## src/rtl/rsa_modexp_decrypt_unit_defines.svh

```systemverilog
// Assertion macros for the RTL of the modular exponentiation unit.
`ifndef RSA_MODEXP_DECRYPT_UNIT_DEFINES_SVH
`define RSA_MODEXP_DECRYPT_UNIT_DEFINES_SVH

// Same-cycle implication, checked on the rising clock edge outside reset.
`define RMD_ASSERT_IMPL(lbl, ante, cons) \
  lbl: assert property (@(posedge clk_i) disable iff (!rst_ni) (ante) |-> (cons)) \
    else $error("implication check failed");

// Next-cycle implication, checked on the rising clock edge outside reset.
`define RMD_ASSERT_NEXT(lbl, ante, cons) \
  lbl: assert property (@(posedge clk_i) disable iff (!rst_ni) (ante) |=> (cons)) \
    else $error("next-cycle check failed");

`endif

```

## src/rtl/rmd_pkg.sv

```systemverilog
// Shared constants for the modular exponentiation unit.
`timescale 1ns / 1ps

package rmd_pkg;

  // Width of ciphertext, plaintext, exponent and configuration data.
  localparam int unsigned WORD_BITS = 32;

  // Default width of the kept modulus.
  localparam int unsigned MOD_BITS_DEF = 32;

  // Configuration register indexes.
  localparam int unsigned CFG_IDX_BITS = 1;
  localparam logic [CFG_IDX_BITS-1:0] CFG_MODULUS  = 1'b0;
  localparam logic [CFG_IDX_BITS-1:0] CFG_EXPONENT = 1'b1;

endpackage

```

## src/rtl/rmd_modmul.sv

```systemverilog
// Bit-serial interleaved modular multiplier: one operand bit per cycle.
`timescale 1ns / 1ps

module rmd_modmul #(
  parameter int unsigned MOD_BITS = rmd_pkg::MOD_BITS_DEF
) (
  input  logic                          clk_i,
  input  logic                          rst_ni,
  input  logic                          start_i,
  input  logic [MOD_BITS-1:0]           a_i,
  input  logic [rmd_pkg::WORD_BITS-1:0] b_i,
  input  logic [MOD_BITS-1:0]           m_i,
  output logic                          busy_o,
  output logic                          done_o,
  output logic [MOD_BITS-1:0]           res_o
);

  localparam int unsigned CNT_BITS = $clog2(rmd_pkg::WORD_BITS);
  localparam int unsigned T_BITS   = MOD_BITS + 2;

  logic [MOD_BITS-1:0]           r_q, r_d;
  logic [MOD_BITS-1:0]           a_q;
  logic [rmd_pkg::WORD_BITS-1:0] b_q;
  logic [CNT_BITS-1:0]           cnt_q;
  logic                          busy_q;
  logic                          done_q;

  logic [T_BITS-1:0] t;
  logic [T_BITS-1:0] m1;
  logic [T_BITS-1:0] m2;

  // r stays below m and a is below m, so 2r + a stays below 3m.
  always_comb begin
    m1 = T_BITS'(m_i);
    m2 = m1 << 1;
    t  = (T_BITS'(r_q) << 1) + (b_q[rmd_pkg::WORD_BITS-1] ? T_BITS'(a_q) : '0);
    if (t >= m2) begin
      r_d = MOD_BITS'(t - m2);
    end else if (t >= m1) begin
      r_d = MOD_BITS'(t - m1);
    end else begin
      r_d = MOD_BITS'(t);
    end
  end

  always_ff @(posedge clk_i or negedge rst_ni) begin
    if (!rst_ni) begin
      busy_q <= 1'b0;
      done_q <= 1'b0;
      cnt_q  <= '0;
    end else begin
      done_q <= 1'b0;
      if (start_i) begin
        busy_q <= 1'b1;
        cnt_q  <= '0;
      end else if (busy_q) begin
        cnt_q <= cnt_q + 1'b1;
        if (cnt_q == CNT_BITS'(rmd_pkg::WORD_BITS - 1)) begin
          busy_q <= 1'b0;
          done_q <= 1'b1;
        end
      end
    end
  end

  always_ff @(posedge clk_i) begin
    if (start_i) begin
      r_q <= '0;
      a_q <= a_i;
      b_q <= b_i;
    end else if (busy_q) begin
      r_q <= r_d;
      b_q <= b_q << 1;
    end
  end

  assign busy_o = busy_q;
  assign done_o = done_q;
  assign res_o  = r_q;

endmodule

```

## src/rtl/rsa_modexp_decrypt_unit.sv

```systemverilog
// Top level: RSA decryption of one word, ciphertext^d mod n.
//
// Raise start for one cycle while busy is low to hand in a ciphertext word;
// busy stays high until the plaintext is out. The plaintext appears on
// plaintext_o for exactly one cycle, marked by plaintext_valid_o, and must be
// taken then. All arithmetic runs on one bit-serial modular multiplier. One word
// costs one product to reduce the ciphertext, one per set exponent bit and
// one square per exponent bit up to and including the highest set bit.
// A zero exponent costs one reduction, and a modulus below two gives 0 in
// the cycle after the start beat while busy stays low. Write the modulus and
// exponent only while busy is low.
`timescale 1ns / 1ps
`include "rsa_modexp_decrypt_unit_defines.svh"

module rsa_modexp_decrypt_unit #(
  parameter int unsigned MOD_BITS = rmd_pkg::MOD_BITS_DEF
) (
  input  logic                             clk_i,
  input  logic                             rst_ni,
  input  logic                             start,
  output logic                             busy,
  input  logic [rmd_pkg::WORD_BITS-1:0]    ciphertext_i,
  output logic [rmd_pkg::WORD_BITS-1:0]    plaintext_o,
  output logic                             plaintext_valid_o,
  input  logic                             cfg_we_i,
  input  logic [rmd_pkg::CFG_IDX_BITS-1:0] cfg_idx_i,
  input  logic [rmd_pkg::WORD_BITS-1:0]    cfg_data_i
);

  typedef enum logic [1:0] {
    S_IDLE,
    S_STEP,
    S_WAIT
  } state_e;

  typedef enum logic [1:0] {
    OP_RED,
    OP_MUL,
    OP_SQR
  } op_e;

  state_e state_q;
  op_e    op_q;

  logic [MOD_BITS-1:0]           modulus_q;
  logic [rmd_pkg::WORD_BITS-1:0] exponent_q;
  logic [rmd_pkg::WORD_BITS-1:0] e_q;
  logic [MOD_BITS-1:0]           acc_q;
  logic [MOD_BITS-1:0]           base_q;
  logic                          mul_pend_q;
  logic                          mul_start_q;
  logic [MOD_BITS-1:0]           mul_a_q;
  logic [rmd_pkg::WORD_BITS-1:0] mul_b_q;
  logic [rmd_pkg::WORD_BITS-1:0] plaintext_q;
  logic                          valid_q;

  logic                mul_busy;
  logic                mul_done;
  logic [MOD_BITS-1:0] mul_res;

  // Configuration registers.
  always_ff @(posedge clk_i or negedge rst_ni) begin
    if (!rst_ni) begin
      modulus_q  <= MOD_BITS'(2);
      exponent_q <= rmd_pkg::WORD_BITS'(1);
    end else if (cfg_we_i) begin
      case (cfg_idx_i)
        rmd_pkg::CFG_MODULUS:  modulus_q  <= cfg_data_i[MOD_BITS-1:0];
        rmd_pkg::CFG_EXPONENT: exponent_q <= cfg_data_i;
        default: ;
      endcase
    end
  end

  always_ff @(posedge clk_i or negedge rst_ni) begin
    if (!rst_ni) begin
      state_q     <= S_IDLE;
      op_q        <= OP_RED;
      mul_start_q <= 1'b0;
      valid_q     <= 1'b0;
      mul_pend_q  <= 1'b0;
      e_q         <= '0;
      acc_q       <= '0;
      base_q      <= '0;
      mul_a_q     <= '0;
      mul_b_q     <= '0;
      plaintext_q <= '0;
    end else begin
      mul_start_q <= 1'b0;
      valid_q     <= 1'b0;
      case (state_q)
        S_IDLE: begin
          if (start) begin
            if (modulus_q < MOD_BITS'(2)) begin
              plaintext_q <= '0;
              valid_q     <= 1'b1;
            end else begin
              // Reduce the ciphertext as 1 * c mod n.
              mul_a_q     <= MOD_BITS'(1);
              mul_b_q     <= ciphertext_i;
              mul_start_q <= 1'b1;
              op_q        <= OP_RED;
              e_q         <= exponent_q;
              acc_q       <= MOD_BITS'(1);
              mul_pend_q  <= 1'b0;
              state_q     <= S_WAIT;
            end
          end
        end
        S_STEP: begin
          if (e_q == '0) begin
            plaintext_q <= rmd_pkg::WORD_BITS'(acc_q);
            valid_q     <= 1'b1;
            state_q     <= S_IDLE;
          end else if (e_q[0] && !mul_pend_q) begin
            mul_a_q     <= acc_q;
            mul_b_q     <= rmd_pkg::WORD_BITS'(base_q);
            mul_start_q <= 1'b1;
            op_q        <= OP_MUL;
            state_q     <= S_WAIT;
          end else begin
            mul_a_q     <= base_q;
            mul_b_q     <= rmd_pkg::WORD_BITS'(base_q);
            mul_start_q <= 1'b1;
            op_q        <= OP_SQR;
            state_q     <= S_WAIT;
          end
        end
        S_WAIT: begin
          if (mul_done) begin
            state_q <= S_STEP;
            case (op_q)
              OP_RED: base_q <= mul_res;
              OP_MUL: begin
                acc_q      <= mul_res;
                mul_pend_q <= 1'b1;
              end
              OP_SQR: begin
                // Advance to the next exponent bit.
                base_q     <= mul_res;
                e_q        <= e_q >> 1;
                mul_pend_q <= 1'b0;
              end
              default: ;
            endcase
          end
        end
        default: state_q <= S_IDLE;
      endcase
    end
  end

  rmd_modmul #(
    .MOD_BITS(MOD_BITS)
  ) u_modmul (
    .clk_i  (clk_i),
    .rst_ni (rst_ni),
    .start_i(mul_start_q),
    .a_i    (mul_a_q),
    .b_i    (mul_b_q),
    .m_i    (modulus_q),
    .busy_o (mul_busy),
    .done_o (mul_done),
    .res_o  (mul_res)
  );

  assign busy              = (state_q != S_IDLE);
  assign plaintext_o       = plaintext_q;
  assign plaintext_valid_o = valid_q;

  `RMD_ASSERT_NEXT(a_accept_acts, start && !busy, busy || plaintext_valid_o)
  `RMD_ASSERT_IMPL(a_done_in_wait, mul_done, state_q == S_WAIT)
  `RMD_ASSERT_IMPL(a_valid_unit_idle, plaintext_valid_o, !mul_busy && !mul_start_q)
  `RMD_ASSERT_IMPL(a_acc_reduced, state_q != S_IDLE, acc_q < modulus_q)

endmodule

```

## config.mk

```make
export PLATFORM = sky130hd
export DESIGN_NAME = rsa_modexp_decrypt_unit
export DESIGN_NICKNAME = d
export VERILOG_FILES = /design/src/rtl/rmd_pkg.sv /design/src/rtl/rmd_modmul.sv /design/src/rtl/rsa_modexp_decrypt_unit.sv
export VERILOG_INCLUDE_DIRS = /design/src /design/src/rtl
export SDC_FILE = /design/constraint.sdc
export NUM_CORES = 1
export LEC_CHECK = 0
export BUFFER_PORTS_ARGS = -buffer_cell sky130_fd_sc_hd__buf_2
export CORE_UTILIZATION = 60
export CTS_BUF_LIST = sky130_fd_sc_hd__clkbuf_8
export DETAILED_ROUTE_END_ITERATION = 8
export PLACE_DENSITY = 0.9
export SKIP_CTS_REPAIR_TIMING = 1
export SYNTH_ARGS = -nofsm -noshare
export SYNTH_HDL_FRONTEND = slang
export SYNTH_SLANG_ARGS = --single-unit
```

## constraint.sdc

```tcl
create_clock -name clk_i -period 16.5 [get_ports clk_i]
set_input_delay 2.475 -clock clk_i [delete_from_list [all_inputs] [get_ports clk_i]]
set_output_delay 2.475 -clock clk_i [all_outputs]
set_load 0.005 [all_outputs]
```

==> results of run 1 <==
==> kinds of logic after synthesis <==
| group | count (synthesis) | share of synthesized area [%] |
|---|---|---|
| multiplexers | 108 | 6.099 |
| adder cells (fa/ha/maj) | 103 | 6.630 |
| buffers and inverters | 177 | 3.568 |
| XOR/XNOR | 79 | 3.498 |
| AO/OA/AOI/OAI | 569 | 19.04 |
| AND/OR/NAND/NOR | 628 | 14.04 |
| flip-flops | 366 | 47.13 |
==> flip-flops by register name, summed over array words and instances, names as in the netlist, 2 cells and up <==
signal          flops
acc_q              32
base_q             32
e_q                32
exponent_q         32
modulus_q          32
mul_a_q            32
mul_b_q            32
plaintext_o        32
u_modmul.a_q       32
u_modmul.b_q       32
u_modmul.res_o     32
u_modmul.cnt_q      5
op_q                2
state_q             2
==> synth_stat cells, types with 11 or more instances <==
library cell  instances
nand2b_1             11
nand4_1              16
a21oi_1             120
a21o_1               37
inv_1                73
xor2_1               32
and2_1               34
nand3_1              18
clkbuf_1             84
o31ai_1              12
a22oi_1              33
o211ai_1             14
a31oi_1              77
nor2_1              162
nor3_1               26
mux2_2              100
dfxtp_1              32
nor4_1               17
edfxtp_1             64
a22o_1               32
and3_1               13
nand2_1             295
ha_1                100
a211oi_1             22
o21bai_1             14
dfrtp_1             268
xnor2_1              47
o21ai_0             120
o21a_1               14
==> worst max path at each step <==
stage	from	endpoint	slack (ns)	cells after the start
final	u_modmul.b_q[31]$_DFFE_PP_	u_modmul.res_o[5]$_SDFFE_PP0P_	9.77	22
after detailed placement	u_modmul.b_q[31]$_DFFE_PP_	u_modmul.res_o[5]$_SDFFE_PP0P_	9.98	22
after floorplan	u_modmul.b_q[31]$_DFFE_PP_	u_modmul.res_o[5]$_SDFFE_PP0P_	10.92	24
after global placement	u_modmul.b_q[31]$_DFFE_PP_	u_modmul.res_o[14]$_SDFFE_PP0P_	10.19	23
after global routing	u_modmul.b_q[31]$_DFFE_PP_	u_modmul.res_o[5]$_SDFFE_PP0P_	9.32	22
after CTS	u_modmul.b_q[31]$_DFFE_PP_	u_modmul.res_o[5]$_SDFFE_PP0P_	9.93	22
==> power groups by stage <==
stage / combinational, mW / clock [mW] / sequential (mW)
floorplan: 1.21 / 0 / 1.05
global placement: 1.55 / 0 / 1.09
detailed placement: 1.58 / 0 / 1.09
CTS: 1.59 / 0.792 / 1.07
global route: 1.77 / 0.830 / 1.08
finish: 1.63 / 0.785 / 1.08
==> layout make-up <==
type	instances	share of cell area [%]
Clock buffer	64	4.036
Clock inverter	44	1.324
Inverter	75	1.290
Multi-Input combinational cell	1487	45.02
Sequential cell	366	42.73
Tap cell	442	2.534
Timing Repair Buffer	122	3.073
==> worst max-delay path: stages, from the launching register on <==
cell and delay (ns):
edfxtp_1 0.96, and2_1 0.24, ha_1 0.21, inv_1 0.07
fa_1 0.39, nand2b_1 0.19, a21oi_1 0.24, o41a_1 0.41
a31oi_1 0.18, o21bai_1 0.15, a21oi_1 0.09, xnor2_1 0.37
ha_1 0.37, a211oi_1 0.34, o21ai_0 0.24, nand3b_1 0.14
o21ai_0 0.13, a311oi_1 0.38, nor3_1 0.13, or4_1 0.48
buf_4 0.29, mux2i_1 0.16, a2111oi_0 0.42
==> layout by cell type, fill, tap and decap left out, drive strengths merged, types with 7 or more instances in the layout <==
cell     Yosys  routed
inv         73      95
dfxtp       32      32
xnor2       47      47
dfrtp      268     268
o21bai      14      14
ha         100     100
a21o        37      37
o21ai      124     124
a311oi       9       9
a211o        8       8
o31ai       13      13
clkinv       2      18
nor3        27      27
mux2i        8       8
a211oi      22      22
mux2       100     100
nor2       163     163
a31oi       77      77
a22o        32      32
and2        34      34
or2          7       7
buf         18     122
a22oi       33      33
a21oi      120     120
a2111oi     11      11
o211ai      15      15
o21a        14      14
nor4        18      18
nand4       16      16
nand2b      11      11
nand3       18      18
clkbuf      84      64
edfxtp      64      64
xor2        32      32
and3        13      13
nand2      296     296
==> per-layer routing <==
metal	routed length, µm	up-vias
li1	-	7499
met1	21720	8019
met2	25460	765
met3	3756	182
met4	2434	0
met5	0	-
==> metrics by stage <==
| stage | cells | area (µm²) | worst slack [ns] |
|---|---|---|---|
| after floorplan | 2030 | 19780 | 10.92 |
| after global placement | 2492 | 20660 | 10.19 |
| after global routing | 2600 | 21830 | 9.320 |
| after detailed placement | 2492 | 20660 | 9.976 |
| final | 2600 | 21830 | 9.771 |
| after CTS | 2600 | 21830 | 9.933 |
==> results.py, run 1 <==
metrics = {
    "grt": {
        "met3_usage_pct": 5.725,
        "grt_pass1_wl_mm": 85.08,
        "grt-busiest-layer": "met2",
        "grt_use_met2_pct": 52.48,
        "grt_pass1_vias": 16069,
        "gr-total-overflow": 0,
        "grt_util_all_layers_pct": 32.18,
        "global_route.usage.met1_pct": 41.62,
        "grt_max_degree": 110,
        "antenna_found_initial": 0,
    },
    "clock_network": {
        "clock_path_buffers": 3,
        "cts_htree_levels": 2,
        "cts_made_buffers": 57,
        "clkLatencyLatePin_ns": 0.66,
        "cts_num_sinks": 366,
        "cts_tree": "built",
        "path_clk_slew_ns": 0.07,
        "cts.root.buffer_cell": "clkbuf_8",
    },
    "hold_path": {
        "hold_end": "u_modmul.a_q[30]$_DFFE_PP_",
        "hp-class": "reg2reg",
        "hold_depth": 0,
        "hold_start": "mul_a_q[30]$_DFFE_PN0P_",
    },
    "route": {
        "vias": 16465,
        "drt_pass1_iterations": 7,
        "ant_nets": 0,
        "wl_per_cell_um": 20.53,
        "via_per_inst": 6.333,
        "routed_wl_mm": 53.37,
        "drt_iter0_markers": 1641,
        "route.detailed.drc": 0,
    },
    "yosys": {
        "yosysTopAreaCell": "dfrtp_1",
        "yosysWarnings": 0,
        "syn_inst": 2030,
        "synth_area_leaders": "dfrtp_1 34%, edfxtp_1 9.7%, ha_1 6.3%",
        "synth_ff_type": "dfrtp_1",
        "synth_area_per_cell_um2": 9.743,
        "synth_edf_count": 64,
        "synth_area_mm2": 0.01978,
        "ys_ff_latch": 366,
        "syn_nets": 2202,
        "ys_types": 83,
        "synth.yosys.seq_area_share_pct": 47.13,
        "synth_top_area_share_pct": 33.91,
        "synthArstFlopShare_pct": 73.77,
    },
    "floorplan": {
        "rows": 66,
        "core_mm2": 0.03245,
        "die_area_mm2": 0.03369,
        "die-width_um": 183.6,
        "initial_core_util_pct": 60.94,
        "die_h_um": 183.6,
        "ios": 103,
    },
    "run": {
        "maxCapViolCount": 0,
    },
    "timing": {
        "hold_viol_final": 0,
        "worst_hold_slack_ns": 0.4391,
        "worst_pin_slew_ns": 1.152,
        "fin_tns_setup_ns": 0,
        "slew_violations": 0,
        "skew_ns": 0.02673,
        "rsz0062_at_grt": "no",
        "setup_viol": 0,
        "slew-limit-headroom_pct": 23.23,
        "clock.fmax_mhz": 148.6,
        "timing.final.crit_share_pct": 40.78,
        "post-route-min-period_ns": 6.729,
    },
    "critical_path": {
        "critPathKind": "reg2reg",
        "arrival_ns": 7.27,
        "reg2reg_slack_ns": 9.77,
        "regToRegStartpoint": "u_modmul.b_q[31]$_DFFE_PP_",
        "critPathRequiredTime_ns": 17.04,
        "cp_max_fo": 35,
        "rr_endpoint": "u_modmul.res_o[5]$_SDFFE_PP0P_",
        "reg2reg_depth": 22,
        "cp-end-kind": "register",
        "crit_path_start_kind": "register",
    },
    "placed_design": {
        "dp_hpwl_mm": 37.97,
        "place.gp.congestion": 0.9775,
        "port_buffers": 102,
    },
    "finish": {
        "layout.nets": 2281,
        "layout.area.seq_mm2": 0.009325,
        "drive_above_1_share_pct": 16.27,
        "area_growth_pct": 10.36,
        "multi_input_area_mm2": 0.009826,
        "diodes": 0,
        "fillerInstances": 2362,
        "final_util_pct": 67.25,
    },
    "pwr": {
        "total_power_mw": 3.489,
        "cellPowerDensity_mw_per_mm2": 159.8,
        "netSwitchingFraction_pct": 41.07,
        "total_leakage_power_nw": 10.06,
        "seq_power_share_pct": 30.9,
        "p_comb_share_pct": 46.7,
        "irDropWorstVdd_uv": 83.00,
        "p_int_mw": 2.056,
        "p_switching_mw": 1.433,
        "power_frac_clock_pct": 22.5,
    },
    "run_status": {
        "status": "complete, no violations",
    },
}
Power figures use the tool's default switching activity.
==> run 2: changes to the inputs <==
==> constraint.sdc (replaced) <==
create_clock -name clk_i -period 7 [get_ports clk_i]
set_input_delay 1.05 -clock clk_i [delete_from_list [all_inputs] [get_ports clk_i]]
set_output_delay 1.05 -clock clk_i [all_outputs]
set_load 0.005 [all_outputs]
==> run 2 against run 1 <==
Cell count is 0.23% higher. Routed wire length is 0.18% higher. Sequential power is 140% higher. Largest power group unchanged. Design area is 0.59% higher. Setup slack worse by 9.2 ns. Clock-buffer cell count is 7 higher. Utilization is 0.40 points higher. First-iteration DRC count is 5.2% higher. Flip-flop and latch count stayed put.
==> results.py, run 2 (synthesis gave the netlist of run 1 again) <==
metrics = {
    "grt": {
        "antenna_found_initial": 1,
        "gr-total-overflow": 0,
        "grt_max_degree": 149,
        "grt_util_all_layers_pct": 32.06,
        "grt_pass1_wl_mm": 84.71,
        "grt_pass1_vias": 15787,
    },
    "finish": {
        "post-route-cell-area_mm2": 0.02195,
        "final_cell_mix": "295 x nand2_1, 267 x dfrtp_1, 160 x nor2_1",
        "layout.nets": 2287,
        "diodes": 0,
        "final_util_pct": 67.65,
        "area_growth_pct": 11.01,
        "final_common_cell": "nand2_1",
        "drive_above_1_share_pct": 16.40,
    },
    "route": {
        "vias": 16497,
        "routed_wl_mm": 53.47,
        "drt_iter0_markers": 1726,
        "ant_nets": 0,
        "via_per_inst": 6.330,
        "drt_pass1_iterations": 6,
        "route.detailed.drc": 0,
        "wl_per_cell_um": 20.52,
    },
    "critical_path": {
        "critPathSlowestCell": "edfxtp_1",
        "reg2reg_slack_ns": 0.56,
        "critPathKind": "reg2reg",
        "rr_endpoint": "u_modmul.res_o[25]$_SDFFE_PP0P_",
        "cp_max_fo": 35,
        "critPathRequiredTime_ns": 7.46,
        "arrival_ns": 6.91,
        "crit_path_start_kind": "register",
        "regToRegStartpoint": "u_modmul.b_q[31]$_DFFE_PP_",
        "critical-path-max-stage-delay_ns": 0.57,
        "cp_num_buf_inv": 2,
        "reg2reg_depth": 22,
        "crit_chain": "buf_4 -> and2_1 -> ha_1 -> o211ai_1 -> a21oi_1 -> o41a_1 -> a21o_1 -> a211o_1 -> and3_1 -> o31a_1 -> ha_1 -> a21o_1 -> a21oi_1 -> nor2b_1 -> or4b_1 -> a311oi_1 -> nor3_1 -> or4_1 -> buf_4 -> and2_1 -> a221oi_1 -> a311oi_1",
        "path_delay_family": "compound AO/OA/AOI/OAI gates",
        "cp-end-kind": "register",
    },
    "placed_design": {
        "port_buffers": 102,
        "place.gp.congestion": 0.9991,
        "post_dp_cell_area_mm2": 0.02069,
        "dp_hpwl_mm": 37.82,
    },
    "floorplan": {
        "core_mm2": 0.03245,
        "die_h_um": 183.6,
        "die_area_mm2": 0.03369,
        "initial_core_util_pct": 60.94,
        "rows": 66,
        "die-width_um": 183.6,
        "ios": 103,
    },
    "pwr": {
        "cellPowerDensity_mw_per_mm2": 379.9,
        "irDropWorstVdd_uv": 279.5,
        "total_leakage_power_nw": 10.15,
    },
    "timing": {
        "worst_hold_slack_ns": 0.4469,
        "clock.fmax_mhz": 155.2,
        "rsz0062_at_grt": "no",
        "fin_tns_setup_ns": 0,
        "timing.final.crit_share_pct": 92.05,
        "worst_pin_slew_ns": 1.152,
        "slew_violations": 0,
        "hold_viol_final": 0,
        "slew-limit-headroom_pct": 23.22,
        "skew_ns": 0.02425,
        "post-route-min-period_ns": 6.443,
        "setup_viol": 0,
    },
    "hold_path": {
        "hold_end": "u_modmul.a_q[15]$_DFFE_PP_",
        "hp-class": "reg2reg",
        "hold_start": "mul_a_q[15]$_DFFE_PN0P_",
        "hold_depth": 0,
    },
    "clock_network": {
        "cts.root.buffer_cell": "clkbuf_8",
        "clock_path_buffers": 3,
        "path_clk_slew_ns": 0.06,
        "cts_num_sinks": 366,
        "cts_made_buffers": 59,
        "cts_htree_levels": 2,
        "cts_tree": "built",
        "clkLatencyLatePin_ns": 0.63,
    },
    "run_status": {
        "status": "complete, no violations",
    },
    "run": {
        "maxCapViolCount": 0,
    },
}
## run 2: cell count changes in the layout (fill, tap and decap cells not counted)
cell | before | now
o21a_2 | 2 | 1
clkbuf_8 | 64 | 71
bufinv_16 | 3 | 4
clkinv_1 | 7 | 2
o21ai_2 | 2 | 1
buf_12 | 0 | 1
o21a_1 | 12 | 13
o21ai_1 | 1 | 2
clkinvlp_4 | 3 | 1
inv_1 | 93 | 98
clkinv_2 | 11 | 7
buf_4 | 20 | 23
## run 2: area by class of cell
class / instances / area [µm²]
Timing Repair Buffer: 126 / 713.2
Fill cell: 2376 / 10500
Clock buffer: 71 / 977.2
Tap cell: 442 / 553.0
Sequential cell: 366 / 9325
Inverter: 75 / 281.5
Multi-Input combinational cell: 1487 / 9821
Clock inverter: 39 / 284.0
## run 2: worst max-delay path by stage
stage                                      endpoint  slack [ns]  cells past startpoint                        from
finish              u_modmul.res_o[25]$_SDFFE_PP0P_        0.56                     22  u_modmul.b_q[31]$_DFFE_PP_
global route        u_modmul.res_o[25]$_SDFFE_PP0P_        0.29                     23  u_modmul.b_q[31]$_DFFE_PP_
CTS                 u_modmul.res_o[25]$_SDFFE_PP0P_        0.63                     22  u_modmul.b_q[31]$_DFFE_PP_
detailed placement  u_modmul.res_o[25]$_SDFFE_PP0P_        0.70                     22  u_modmul.b_q[31]$_DFFE_PP_
global placement    u_modmul.res_o[25]$_SDFFE_PP0P_        0.87                     22  u_modmul.b_q[31]$_DFFE_PP_
floorplan            u_modmul.res_o[5]$_SDFFE_PP0P_        1.42                     24  u_modmul.b_q[31]$_DFFE_PP_
## run 2: report_power, final
part	switching [mW]	total, mW	internal [mW]
Clock	0.887	1.96	1.07
Combinational	2.28	3.84	1.56
Sequential	0.200	2.54	2.34
Total	3.37	8.34	4.97
## run 2: worst reg2reg max path: cells and delay by family, from the launching register on
family,cells,cell delay (ns)
compound gates,11,2.72
simple gates,7,1.75
fa+ha+maj,2,0.71
flops,1,0.57
buf+inv,2,0.56
## run 2: per-stage QoR
stage / cells / total power, mW / worst slack (ns)
after CTS: 2606 / 8.257 / 0.6294
after global routing: 2606 / 8.785 / 0.2946
final: 2606 / 8.341 / 0.5566
after detailed placement: 2496 / 6.295 / 0.6952
after floorplan: 2030 / 5.327 / 1.418
after global placement: 2496 / 6.225 / 0.8698
## run 2: metal layers
metal	track usage, %	share of wire [%]
met1	42.76	41
met4	13.80	3.9
met3	4.913	7.4
met5	0	0
met2	52.11	48
